File: src/rtl/lsra_pkg.sv
// ----------------------------------------------------------------------------
// lsra_pkg: shared types and constants for the linear-scan register allocator
// Default parameter values, fixed field widths and the control records that
// travel along the cell chain and from the commit logic into the cells.
// ----------------------------------------------------------------------------
package lsra_pkg;

  localparam int unsigned MAX_REGISTERS_DEF = 32;
  localparam int unsigned POINT_WIDTH_DEF   = 16;
  localparam int unsigned ID_WIDTH_DEF      = 16;

  // register file as built, less the registers kept back for spill code
  localparam int unsigned BUILT_REGISTERS = 32;
  localparam int unsigned SPARE_REGISTERS = 3;

  localparam int unsigned CFG_W     = 6;
  localparam int unsigned REG_NUM_W = 5;

  localparam logic [CFG_W-1:0] CFG_RESET = CFG_W'(BUILT_REGISTERS - SPARE_REGISTERS);

  // flags of the scan record handed from cell to cell
  typedef struct packed {
    logic tok;         // record belongs to the request under scan
    logic vic_found;   // an active slot has been seen
    logic free_found;  // a free slot below the limit has been seen
  } carry_flags_t;

  // slot write issued at commit
  typedef struct packed {
    logic en;
    logic set_valid;   // new allocation: slot becomes active
  } wr_ctrl_t;

endpackage

File: src/rtl/lsra_cell.sv
// ----------------------------------------------------------------------------
// lsra_cell: one register slot of the allocator chain
// Holds the active flag, end point and id of the interval owning this
// register. When the scan record passes, it expires the slot and folds its
// own contribution (count, victim, lowest free) into the record.
// ----------------------------------------------------------------------------
module lsra_cell #(
  parameter int unsigned MAX_REGISTERS = 32,
  parameter int unsigned CELL_IDX      = 0,
  parameter int unsigned POINT_WIDTH   = 16,
  parameter int unsigned ID_WIDTH      = 16,
  localparam int unsigned IDX_W = (MAX_REGISTERS > 1) ? $clog2(MAX_REGISTERS) : 1,
  localparam int unsigned LIM_W = $clog2(MAX_REGISTERS + 1)
) (
  input  logic                     clk_i,
  input  logic                     rst_ni,
  // request under scan
  input  logic [POINT_WIDTH-1:0]   start_i,
  input  logic                     first_i,
  input  logic [LIM_W-1:0]         limit_i,
  // scan record from the left neighbor
  input  lsra_pkg::carry_flags_t   flags_i,
  input  logic [LIM_W-1:0]         count_i,
  input  logic [POINT_WIDTH-1:0]   vic_end_i,
  input  logic [ID_WIDTH-1:0]      vic_id_i,
  input  logic [IDX_W-1:0]         vic_idx_i,
  input  logic [IDX_W-1:0]         free_idx_i,
  // scan record to the right neighbor
  output lsra_pkg::carry_flags_t   flags_o,
  output logic [LIM_W-1:0]         count_o,
  output logic [POINT_WIDTH-1:0]   vic_end_o,
  output logic [ID_WIDTH-1:0]      vic_id_o,
  output logic [IDX_W-1:0]         vic_idx_o,
  output logic [IDX_W-1:0]         free_idx_o,
  // slot write
  input  lsra_pkg::wr_ctrl_t       wr_ctrl_i,
  input  logic [IDX_W-1:0]         wr_idx_i,
  input  logic [POINT_WIDTH-1:0]   wr_end_i,
  input  logic [ID_WIDTH-1:0]      wr_id_i
);
  import lsra_pkg::*;

  logic                   valid_q, valid_d;
  logic [POINT_WIDTH-1:0] end_q;
  logic [ID_WIDTH-1:0]    id_q;

  carry_flags_t           flags_q, flags_d;
  logic [LIM_W-1:0]       count_q, count_d;
  logic [POINT_WIDTH-1:0] vic_end_q, vic_end_d;
  logic [ID_WIDTH-1:0]    vic_id_q, vic_id_d;
  logic [IDX_W-1:0]       vic_idx_q, vic_idx_d;
  logic [IDX_W-1:0]       free_idx_q, free_idx_d;

  logic live, better, take_vic, take_free, wr_hit;

  // slot survives the clear flag and has not ended before the new start
  assign live   = valid_q && !first_i && !(end_q < start_i);
  assign better = !flags_i.vic_found || (end_q > vic_end_i) ||
                  ((end_q == vic_end_i) && (id_q > vic_id_i));
  assign take_vic  = live && better;
  assign take_free = !live && !flags_i.free_found && (LIM_W'(CELL_IDX) < limit_i);
  assign wr_hit    = wr_ctrl_i.en && (wr_idx_i == IDX_W'(CELL_IDX));

  always_comb begin
    valid_d    = valid_q;
    flags_d    = flags_q;
    count_d    = count_q;
    vic_end_d  = vic_end_q;
    vic_id_d   = vic_id_q;
    vic_idx_d  = vic_idx_q;
    free_idx_d = free_idx_q;
    flags_d.tok = flags_i.tok;
    if (flags_i.tok) begin
      valid_d            = live;
      flags_d.vic_found  = flags_i.vic_found || live;
      flags_d.free_found = flags_i.free_found || take_free;
      count_d            = live ? count_i + LIM_W'(1) : count_i;
      vic_end_d          = take_vic ? end_q : vic_end_i;
      vic_id_d           = take_vic ? id_q : vic_id_i;
      vic_idx_d          = take_vic ? IDX_W'(CELL_IDX) : vic_idx_i;
      free_idx_d         = take_free ? IDX_W'(CELL_IDX) : free_idx_i;
    end else if (wr_hit && wr_ctrl_i.set_valid) begin
      valid_d = 1'b1;
    end
  end

  always_ff @(posedge clk_i or negedge rst_ni) begin
    if (!rst_ni) begin
      valid_q <= 1'b0;
      flags_q <= '0;
    end else begin
      valid_q <= valid_d;
      flags_q <= flags_d;
    end
  end

  always_ff @(posedge clk_i) begin
    count_q    <= count_d;
    vic_end_q  <= vic_end_d;
    vic_id_q   <= vic_id_d;
    vic_idx_q  <= vic_idx_d;
    free_idx_q <= free_idx_d;
    if (wr_hit) begin
      end_q <= wr_end_i;
      id_q  <= wr_id_i;
    end
  end

  assign flags_o    = flags_q;
  assign count_o    = count_q;
  assign vic_end_o  = vic_end_q;
  assign vic_id_o   = vic_id_q;
  assign vic_idx_o  = vic_idx_q;
  assign free_idx_o = free_idx_q;

  // a write never lands while the scan record passes this slot
  a_no_wr_during_scan: assert property (@(posedge clk_i) disable iff (!rst_ni)
    flags_i.tok |-> !wr_ctrl_i.en)
    else $error("slot write during scan");

  // the record moves exactly one cell per cycle
  a_tok_moves: assert property (@(posedge clk_i) disable iff (!rst_ni)
    flags_i.tok |=> flags_o.tok)
    else $error("scan record lost");

  // the active count never drops while passing a cell
  a_count_grows: assert property (@(posedge clk_i) disable iff (!rst_ni)
    flags_i.tok |=> (count_o == $past(count_i)) || (count_o == $past(count_i) + LIM_W'(1)))
    else $error("scan count corrupted");

endmodule

File: src/rtl/linear_scan_register_allocator_top.sv
// ----------------------------------------------------------------------------
// linear_scan_register_allocator_top: linear-scan register allocator
// Assigns a register to each live interval, spilling or evicting when full.
// ----------------------------------------------------------------------------
// Usage:
//   Input channel (in_valid_i/in_ready_o) takes one interval request with
//   id, start, end and first_of_run. Requests must arrive sorted by start.
//   Output channel (out_valid_o/out_ready_i) returns one result per request:
//   got_register, assigned_reg, evicted_valid, evicted_id.
//   cfg_we_i/cfg_wdata_i write registers_in_use; write only while idle.
//   Each request walks a row of MAX_REGISTERS slot cells, one cell per
//   cycle, gathering expiry, active count, victim and lowest free slot.
//   The request is held in the item registers while it walks the cells, then the
//   commit step writes the output register; the next request is taken only
//   after that commit, so no new request is accepted while one is in flight.
//   A stalled receiver holds the commit step; the output register keeps the
//   previous result until taken while the next request scans.
//   Reset empties all slots and sets registers_in_use to 29.
// ----------------------------------------------------------------------------
module linear_scan_register_allocator_top #(
  parameter int unsigned MAX_REGISTERS = lsra_pkg::MAX_REGISTERS_DEF,
  parameter int unsigned POINT_WIDTH   = lsra_pkg::POINT_WIDTH_DEF,
  parameter int unsigned ID_WIDTH      = lsra_pkg::ID_WIDTH_DEF
) (
  input  logic                           clk_i,
  input  logic                           rst_ni,
  input  logic                           cfg_we_i,
  input  logic [lsra_pkg::CFG_W-1:0]     cfg_wdata_i,
  input  logic                           in_valid_i,
  output logic                           in_ready_o,
  input  logic [ID_WIDTH-1:0]            interval_id_i,
  input  logic [POINT_WIDTH-1:0]         interval_start_i,
  input  logic [POINT_WIDTH-1:0]         interval_end_i,
  input  logic                           first_of_run_i,
  output logic                           out_valid_o,
  input  logic                           out_ready_i,
  output logic                           got_register_o,
  output logic [lsra_pkg::REG_NUM_W-1:0] assigned_reg_o,
  output logic                           evicted_valid_o,
  output logic [ID_WIDTH-1:0]            evicted_id_o
);
  import lsra_pkg::*;

  localparam int unsigned IDX_W = (MAX_REGISTERS > 1) ? $clog2(MAX_REGISTERS) : 1;
  localparam int unsigned LIM_W = $clog2(MAX_REGISTERS + 1);

  localparam logic [1:0] ST_IDLE   = 2'd0;
  localparam logic [1:0] ST_SCAN   = 2'd1;
  localparam logic [1:0] ST_COMMIT = 2'd2;

  logic [1:0]             state_q, state_d;
  logic [CFG_W-1:0]       cfg_q;
  logic [LIM_W-1:0]       limit;
  logic                   head_tok_q;

  logic [ID_WIDTH-1:0]    item_id_q;
  logic [POINT_WIDTH-1:0] item_start_q, item_end_q;
  logic                   item_first_q;

  carry_flags_t           flags_c    [MAX_REGISTERS+1];
  logic [LIM_W-1:0]       count_c    [MAX_REGISTERS+1];
  logic [POINT_WIDTH-1:0] vic_end_c  [MAX_REGISTERS+1];
  logic [ID_WIDTH-1:0]    vic_id_c   [MAX_REGISTERS+1];
  logic [IDX_W-1:0]       vic_idx_c  [MAX_REGISTERS+1];
  logic [IDX_W-1:0]       free_idx_c [MAX_REGISTERS+1];

  wr_ctrl_t               wr_ctrl;
  logic [IDX_W-1:0]       wr_idx;
  logic                   accept, out_free, commit_fire, full, evict, alloc;

  logic                   out_valid_q;
  logic                   got_q, ev_valid_q;
  logic [REG_NUM_W-1:0]   reg_num_q;
  logic [ID_WIDTH-1:0]    ev_id_q;

  assign limit = (int'(cfg_q) > int'(MAX_REGISTERS)) ? LIM_W'(MAX_REGISTERS) : LIM_W'(cfg_q);

  assign in_ready_o  = (state_q == ST_IDLE);
  assign accept      = in_valid_i && in_ready_o;
  assign out_free    = !out_valid_q || out_ready_i;
  assign commit_fire = (state_q == ST_COMMIT) && out_free;

  // head of the chain: fresh scan record
  assign flags_c[0]    = '{tok: head_tok_q, vic_found: 1'b0, free_found: 1'b0};
  assign count_c[0]    = '0;
  assign vic_end_c[0]  = '0;
  assign vic_id_c[0]   = '0;
  assign vic_idx_c[0]  = '0;
  assign free_idx_c[0] = '0;

  for (genvar k = 0; k < MAX_REGISTERS; k++) begin : g_cell
    lsra_cell #(
      .MAX_REGISTERS(MAX_REGISTERS),
      .CELL_IDX     (k),
      .POINT_WIDTH  (POINT_WIDTH),
      .ID_WIDTH     (ID_WIDTH)
    ) u_cell (
      .clk_i     (clk_i),
      .rst_ni    (rst_ni),
      .start_i   (item_start_q),
      .first_i   (item_first_q),
      .limit_i   (limit),
      .flags_i   (flags_c[k]),
      .count_i   (count_c[k]),
      .vic_end_i (vic_end_c[k]),
      .vic_id_i  (vic_id_c[k]),
      .vic_idx_i (vic_idx_c[k]),
      .free_idx_i(free_idx_c[k]),
      .flags_o   (flags_c[k+1]),
      .count_o   (count_c[k+1]),
      .vic_end_o (vic_end_c[k+1]),
      .vic_id_o  (vic_id_c[k+1]),
      .vic_idx_o (vic_idx_c[k+1]),
      .free_idx_o(free_idx_c[k+1]),
      .wr_ctrl_i (wr_ctrl),
      .wr_idx_i  (wr_idx),
      .wr_end_i  (item_end_q),
      .wr_id_i   (item_id_q)
    );
  end

  // decision from the tail record, which holds once the scan has passed
  assign full  = (count_c[MAX_REGISTERS] >= limit);
  assign evict = (limit != '0) && full && flags_c[MAX_REGISTERS].vic_found &&
                 (vic_end_c[MAX_REGISTERS] > item_end_q);
  assign alloc = (limit != '0) && !full && flags_c[MAX_REGISTERS].free_found;

  assign wr_idx            = evict ? vic_idx_c[MAX_REGISTERS] : free_idx_c[MAX_REGISTERS];
  assign wr_ctrl.en        = commit_fire && (evict || alloc);
  assign wr_ctrl.set_valid = alloc;

  always_comb begin
    state_d = state_q;
    unique case (state_q)
      ST_IDLE:   if (accept) state_d = ST_SCAN;
      ST_SCAN:   if (flags_c[MAX_REGISTERS].tok) state_d = ST_COMMIT;
      ST_COMMIT: if (out_free) state_d = ST_IDLE;
      default:   state_d = ST_IDLE;
    endcase
  end

  always_ff @(posedge clk_i or negedge rst_ni) begin
    if (!rst_ni) begin
      state_q     <= ST_IDLE;
      cfg_q       <= CFG_RESET;
      head_tok_q  <= 1'b0;
      out_valid_q <= 1'b0;
    end else begin
      state_q    <= state_d;
      head_tok_q <= accept;
      if (cfg_we_i) begin
        cfg_q <= cfg_wdata_i;
      end
      if (commit_fire) begin
        out_valid_q <= 1'b1;
      end else if (out_ready_i) begin
        out_valid_q <= 1'b0;
      end
    end
  end

  always_ff @(posedge clk_i) begin
    if (accept) begin
      item_id_q    <= interval_id_i;
      item_start_q <= interval_start_i;
      item_end_q   <= interval_end_i;
      item_first_q <= first_of_run_i;
    end
    if (commit_fire) begin
      got_q      <= evict || alloc;
      reg_num_q  <= (evict || alloc) ? REG_NUM_W'(wr_idx) : '0;
      ev_valid_q <= evict;
      ev_id_q    <= evict ? vic_id_c[MAX_REGISTERS] : '0;
    end
  end

  assign out_valid_o     = out_valid_q;
  assign got_register_o  = got_q;
  assign assigned_reg_o  = reg_num_q;
  assign evicted_valid_o = ev_valid_q;
  assign evicted_id_o    = ev_id_q;

  a_tail_in_scan: assert property (@(posedge clk_i) disable iff (!rst_ni)
    flags_c[MAX_REGISTERS].tok |-> (state_q == ST_SCAN))
    else $error("scan record arrived outside scan");

  a_scan_starts: assert property (@(posedge clk_i) disable iff (!rst_ni)
    accept |=> flags_c[0].tok && (state_q == ST_SCAN))
    else $error("accepted request did not start a scan");

  a_count_bound: assert property (@(posedge clk_i) disable iff (!rst_ni)
    flags_c[MAX_REGISTERS].tok |-> (int'(count_c[MAX_REGISTERS]) <= int'(MAX_REGISTERS)))
    else $error("active count above slot count");

  a_evict_gets_reg: assert property (@(posedge clk_i) disable iff (!rst_ni)
    out_valid_o && evicted_valid_o |-> got_register_o)
    else $error("eviction without register");

endmodule

File: config.mk
export PLATFORM = sky130hd
export DESIGN_NAME = linear_scan_register_allocator_top
export DESIGN_NICKNAME = d
export VERILOG_FILES = /design/src/rtl/lsra_pkg.sv /design/src/rtl/lsra_cell.sv /design/src/rtl/linear_scan_register_allocator_top.sv
export SDC_FILE = /design/constraint.sdc
export NUM_CORES = 2
export LEC_CHECK = 0
export BUFFER_PORTS_ARGS = -buffer_cell sky130_fd_sc_hd__buf_2
export CORE_UTILIZATION = 48
export CTS_CLUSTER_SIZE = 24
export DETAILED_ROUTE_END_ITERATION = 8
export PLACE_DENSITY_LB_ADDON = 0.12
export SETUP_SLACK_MARGIN = 0.1
export SYNTH_ARGS = -nofsm -noshare
export SYNTH_HDL_FRONTEND = slang
export SYNTH_HIERARCHICAL = 1
export SYNTH_SLANG_ARGS = --single-unit
File: constraint.sdc
create_clock -name clk_i -period 12.6 [get_ports clk_i]
set_input_delay 0 -clock clk_i [delete_from_list [all_inputs] [get_ports clk_i]]
set_output_delay 0 -clock clk_i [all_outputs]
set_load 0.03 [all_outputs]
# == After elaboration in Yosys (flattened, before gate mapping) ==
# Index checks and enable logic that the tools add are counted.
# totals
register_bits,2708
in_bits,60
elab_cells,1308
# classes
add_sub_neg,31
magnitude_cmp,129
n_eq_ne,67
mux,166
reduce_logical,553
# op_table
op,n
greater-than comparator 16 bit,63
two-way mux 16 bit,62
less-than comparator 16 bit,32
== test 16 bit,31
logical AND 1 bit,261
two-way mux 6 bit,32
"adder 6 x 1 -> 6 bit, second input constant",31
zero test 1 bit,129
logical OR 1 bit,126
"less-than comparator 5 x 6 -> 1 bit, first input constant",16
"== test 5 bit, second input constant",16
two-way mux 1 bit,67
nonzero test 2 bit,33
"less-than comparator 4 x 6 -> 1 bit, first input constant",8
"== test 5 x 4 -> 1 bit, second input constant",8
"less-than comparator 3 x 6 -> 1 bit, first input constant",4
"== test 5 x 3 -> 1 bit, second input constant",4
"less-than comparator 1 x 6 -> 1 bit, first input constant",2
"less-than comparator 2 x 6 -> 1 bit, first input constant",2
"== test 5 x 2 -> 1 bit, second input constant",2
greater-or-equal comparator 6 bit,1
"greater-than comparator 6 bit, second input constant",1
two-way mux 2 bit,3
one-hot mux 2 bit (3 select lines),1
other kinds (10),11

# == Longest topological paths before layout ==
# logic_depth
depth_word,12
ltp_mapped,15

# == Modules after synthesis ==
# The synthesis kept the hierarchy.
# by_module_without_submodules
mod,instances,cells_each,area_per_inst_um2
lsra_cell at g_cell[1].u_cell ...,3,328,4450.5
lsra_cell at g_cell[24].u_cell ...,3,328,4330.4
lsra_cell at g_cell[2].u_cell ...,2,332,4347.9
lsra_cell at g_cell[14].u_cell ...,2,330,4335.4
lsra_cell at g_cell[22].u_cell ...,2,328,4334.2
lsra_cell at g_cell[9].u_cell,1,328,4470.5
lsra_cell at g_cell[17].u_cell,1,329,4468.0
lsra_cell at g_cell[5].u_cell,1,327,4468.0
lsra_cell at g_cell[27].u_cell,1,328,4461.8
lsra_cell at g_cell[29].u_cell,1,329,4460.5
lsra_cell at g_cell[3].u_cell,1,327,4460.5
lsra_cell at g_cell[11].u_cell,1,327,4444.3
lsra_cell at g_cell[13].u_cell,1,329,4444.3
lsra_cell at g_cell[31].u_cell,1,330,4345.4
+12 rows,--,--,--

# == Worst setup path before layout ==
# OpenSTA, ideal clock, no wires.
# synth_path
kind,reg-to-reg
from,register cfg_q[0]
to,register g_cell[19].u_cell.valid_q
setup_time_ns,0.091
arrival_time_ns,7.321
required_time_ns,12.509
path_slack_ns,5.188
path_stages_with_launch,14
period_less_slack_ns,7.412
cell_sequence,dfstp_2 nor2b_1 ha_1 nand2b_1 a21oi_1 o21ai_0 a21oi_1 and3_1 clkbuf_1 o21a_1 nand2_1 nor4_1 a211oi_1 a21oi_1
# synth_rtl
element,line_no,rtl
"start, declared",linear_scan_register_allocator_top.sv:52,logic [CFG_W-1:0] cfg_q;
"start signal, assigned",linear_scan_register_allocator_top.sv:152,cfg_q <= cfg_wdata_i;
"end signal, assigned",lsra_cell.sv:92,valid_q <= valid_d;
"end, declared",lsra_cell.sv:43,"logic valid_q, valid_d;"

# == Worst setup path in the final report ==
# layout_path
from,register item_end_q[4]
to,register g_cell[31].u_cell.valid_q
# layout_between
elab_chain_len,7
word_cells_on_any_way,9
cone_classes,1 x order compare; 1 x eq/ne; 1 x mux; 6 x reduce/logical
# layout_rtl
element,line_no,rtl
"start, declared",linear_scan_register_allocator_top.sv:57,"logic [POINT_WIDTH-1:0] item_start_q, item_end_q;"
"start signal, assigned",linear_scan_register_allocator_top.sv:166,item_end_q <= interval_end_i;
greater-than comparator 16 bit,linear_scan_register_allocator_top.sv:125,(vic_end_c[MAX_REGISTERS] > item_end_q);
logical AND 1 bit,linear_scan_register_allocator_top.sv:124,assign evict = (limit != '0) && full && flags_c[MAX_REGISTERS].vic_found &&
two-way mux 5 bit,linear_scan_register_allocator_top.sv:128,assign wr_idx = evict ? vic_idx_c[MAX_REGISTERS] : free_idx_c[MAX_REGISTERS];
net wr_idx[2],linear_scan_register_allocator_top.sv:68,logic [IDX_W-1:0] wr_idx;
== test 5 bit,lsra_cell.sv:62,assign wr_hit = wr_ctrl_i.en && (wr_idx_i == IDX_W'(CELL_IDX));
logical AND 1 bit,lsra_cell.sv:62,
net g_cell[31].u_cell.wr_hit,lsra_cell.sv:54,"logic live, better, take_vic, take_free, wr_hit;"
logical AND 1 bit,lsra_cell.sv:82,end else if (wr_hit && wr_ctrl_i.set_valid) begin
nonzero test 2 bit (no source line),--,
"end signal, assigned",lsra_cell.sv:92,
"end, declared",lsra_cell.sv:43,
# The timed path passes the listed nets, and every way through them passes these cells.
# A chain may end at the register's enable or synchronous reset.

==> impl_results.md <==
* Status: finished clean
* Power per Cell Area at ~130 nW/um2
* Data arrival time at the worst-slack endpoint at a little over 7000 ps
* Maximum number of pins on one net before global-route repair at 64
* Cell chain of the critical path: buf_4 -> inv_1 -> ha_1 -> and3_1 -> nand4_1 -> a21oi_1 -> nor3_1 -> nor3_4 -> mux2_2 -> nand4_1 -> nor2_4 -> a211oi_1 -> a21oi_1
* Gate count of the mapped netlist at between 10000 and 15000
* Peak per-stage delay on the critical path at around 1200 ps
* Total routing resource utilization after global routing at 0.270
* Layout cells sized above 1 at 0.136
* Synth Flop Type: sky130_fd_sc_hd__edfxtp_1
* Wire length after detailed routing at about 410000 um
* Biggest fanout along the worst timing path at 33
* Leak at around 65 nW
* Fin Setup TNS at 0 ps
* Clk sinks at 2770
* Remaining DRCs at 0
* Detail-routed net length per standard cell at about 26 um
* Max-cap viol count at 0
* Post-CTS setup repair buffer count at 0
* Most instantiated library cell after synthesis: sky130_fd_sc_hd__edfxtp_1
* Via count of the first global-routing pass at 87700
* Initial cell density of the core at 0.483
* Total Nets Final at ~13000
* Clk root buf: sky130_fd_sc_hd__clkbuf_16
* Sum of overflow across all layers after global routing at 0
* DP HPWL at 279000 um
* CTS tree: done
* Horiz. Die Dim at ~550 um
* I/O pin total at 85
* Max-slew violations at 0
* Total number of placement rows at 200
* Clock slew at reported path FFs at roughly 60 ps
* Number of antenna violations at the first check in global routing at 42
* Total of fill cells in the finished design at between 20000 and 25000
* Fin crit period at ~6400 ps
* Area share of the leading cell type in the synthesized netlist at 0.551
* Vias per cell at 5.63
* Post-Syn Area per Cell at ~13 um2
* FF+latch count, synth at about 2800
* Worst Setup Path Type: flip-flop to flip-flop
* Number of DRC markers after the initial detailed-route iteration at about 8000
* Hold Crit Class: input pin to flip-flop
* Number of library cell types mapped by synthesis at 80
* Adder and majority cell fraction of the synthesized area at 0.136
* Most common library cells after synthesis: sky130_fd_sc_hd__edfxtp_1 (2632), sky130_fd_sc_hd__inv_1 (1636), sky130_fd_sc_hd__ha_1 (1558)
* CP max stage cell: sky130_fd_sc_hd__mux2_2
* Final count of hold timing violations at 0
* Highest attainable clock frequency at around 160 MHz
* Post-synth EDFFs at ~2600
* Area added between synthesis and finish at 12.3%
* Fraction of synthesized cell area in xor and xnor cells at 0.00977
* Wire length of the first global-routing pass at ~590000 um
* Transition time of the tightest slew-check pin at about 1300 ps
* Asr flop ratio synth at 0.0498
* Clock latency on the worst-skew pair at about 930 ps
* Slew headroom at 0.150
* IO buf count at 84
* Cell area after placement at 150000 um2
* Post-Syn Area at 143000 um2
* Peak supply drop at slightly above 0.1 mV
* Final Skew at 50.9 ps
* Final setup vio count at 0
* Maximum level of the CTS H-tree at 5
* Final estimated routing congestion in global placement at between 0.8 and 0.9
* Mux cell area share after synthesis at 0.0907
* Post-route cell area at about 160000 um2
* Sequential cell area fraction in the yosys report at 0.575
* Die Y-Extent at approximately 550 um
* Endpoint kind of the worst setup timing path: flip-flop
* RSZ-0062 raised after global routing: false
* Number of nets still failing antenna checks after routing at 0
* Pre-Repair DR Iteration Count at 7
* DR vias at just under 90000
* Post-synthesis cell type with the largest combined area: sky130_fd_sc_hd__edfxtp_1
* Worst EP required at 13430 ps
* Complex-gate fraction of the synthesized area at 0.0653
* Post-route clock period utilization at 0.509
* Biggest area contributors in the synthesized netlist: sky130_fd_sc_hd__edfxtp_1 (55%), sky130_fd_sc_hd__ha_1 (14%), sky130_fd_sc_hd__inv_1 (4.3%), sky130_fd_sc_hd__mux2_1 (3.7%), sky130_fd_sc_hd__mux2_2 (2.8%)
* Placed Instances at approximately 15000
* Filler-free cell count of the finished design at 15600
* Main combinational cell family by area after synthesis: adder cells
* Clock tree buffer depth at 4
* Number of warnings issued by yosys at 6
* Total CTS buffers at 314
* Placeable core region at 297000 um2
* Simple-gate portion of the synthesized area at 0.0686
* Die Area at ~300000 um2
* Startpoint types: flip-flop
-- kinds of logic (layout without fill, tap and decap cells) --
group / after synthesis / after routing
fa+ha+maj: 1558 / 1558
compound gates: 1477 / 1477
other cells: 1 / 118
buf+inv: 1780 / 2619
flops: 2770 / 2770
xor+xnor: 160 / 160
simple gates: 1915 / 1915
mux: 1072 / 1072
-- path summary, 6_finish.rpt --
check / to / cells after the start / start / slack (ps)
min in group asynchronous: head_tok_q / 4 / rst_ni / 380
worst min-delay path: item_end_q[2] / 2 / interval_end_i[2] / 70
worst min register to register: g_cell[30].u_cell/flags_o[2] / 0 / g_cell[29].u_cell/flags_o[2] / 380
worst max register to register: g_cell[31].u_cell/valid_q / 13 / item_end_q[4] / 6180
worst max-delay path: g_cell[31].u_cell/valid_q / 13 / item_end_q[4] / 6180
max in group asynchronous: g_cell[18].u_cell/flags_o[2] / 4 / rst_ni / 11420
-- registers in the layout, indices dropped and copies added (netlist names) --
name and count:
cfg_q 6, g_cell.u_cell/vic_id_o 512, g_cell.u_cell/vic_end_o 512, state_q 2, item_id_q 16, assigned_reg_o 5, g_cell.u_cell/count_o 192, g_cell.u_cell/free_idx_o 160
evicted_valid_o 1, item_first_q 1, item_end_q 16, g_cell.u_cell/vic_idx_o 160, g_cell.u_cell/valid_q 32, out_valid_o 1, got_register_o 1, g_cell.u_cell/id_q 512
head_tok_q 1, g_cell.u_cell/end_q 512, item_start_q 16, evicted_id_o 16, g_cell.u_cell/flags_o 96
-- per-layer routing --
metal,GRT usage,part of all wire
met1,0.363,0.42
met4,0.129,0.051
met5,0,0
met3,0.0325,0.063
met2,0.438,0.46
-- placed cells by master (no fill, tap or decap), types with 250 or more instances in the layout --
| cell | count |
|---|---|
| sky130_fd_sc_hd__edfxtp_1 | 2632 |
| sky130_fd_sc_hd__inv_1 | 1632 |
| sky130_fd_sc_hd__ha_1 | 1558 |
| sky130_fd_sc_hd__a21oi_1 | 732 |
| sky130_fd_sc_hd__nand2_1 | 561 |
| sky130_fd_sc_hd__mux2_1 | 469 |
| sky130_fd_sc_hd__mux2_2 | 353 |
| sky130_fd_sc_hd__clkbuf_16 | 317 |
| sky130_fd_sc_hd__nand4_1 | 311 |
| sky130_fd_sc_hd__nor2_1 | 307 |
| sky130_fd_sc_hd__mux2_4 | 250 |
-- power breakdown --
| part | total (W) | internal, W | switching (W) |
|---|---|---|---|
| combinational | 0.000763 | 0.000319 | 0.000444 |
| sequential | 0.0103 | 0.0101 | 0.000132 |
| clock | 0.00920 | 0.00538 | 0.00382 |
| total | 0.0202 | 0.0158 | 0.00440 |
-- repair_timing --
| item | in CTS | in global routing |
|---|---|---|
| setup endpoints to repair | 0 | 0 |
| resized for setup | 0 | 0 |
| endpoints found under the hold margin | 163 | 0 |
| hold buffers | 120 | 0 |
-- cell type report --
type,instances,area (um2),share of cell area
sequential,2770,82500,0.512
tap,3939,4930,0.0306
antenna,25,62.6,0.000388
timing repair buffer,404,3150,0.0196
clock inverter,158,1710,0.0106
multi-input combinational,6275,54000,0.335
clock buffer,421,8560,0.0532
inverter,1636,6140,0.0381
-- worst max-delay path, delay by kind of cell (launching register included) --
kind | cells | cell delay [ps]
and+or+nand+nor | 6 | 2650
DFF | 1 | 840
adders and majority gates | 1 | 310
buffers and inverters | 2 | 810
muxes | 1 | 1160
AOI/OAI and AO/OA | 3 | 500
-- per-stage QoR --
| step | utilization | worst slack, ps | total power, W | hold slack (ps) |
|---|---|---|---|---|
| 6_report | 0.542 | 6180 | 0.0202 | 66.9 |
| 5_1_grt | 0.542 | 5980 | 0.0208 | 35.3 |
| 4_1_cts | 0.542 | 6230 | 0.0204 | 7.32 |
| 3_5_place_dp | 0.503 | 6250 | 0.0112 | 144 |
| 3_3_place_gp | 0.503 | 6230 | 0.0112 | 152 |
| 2_1_floorplan | - | 5190 | 0.0109 | -296 |
Power figures use the tool's default switching activity.
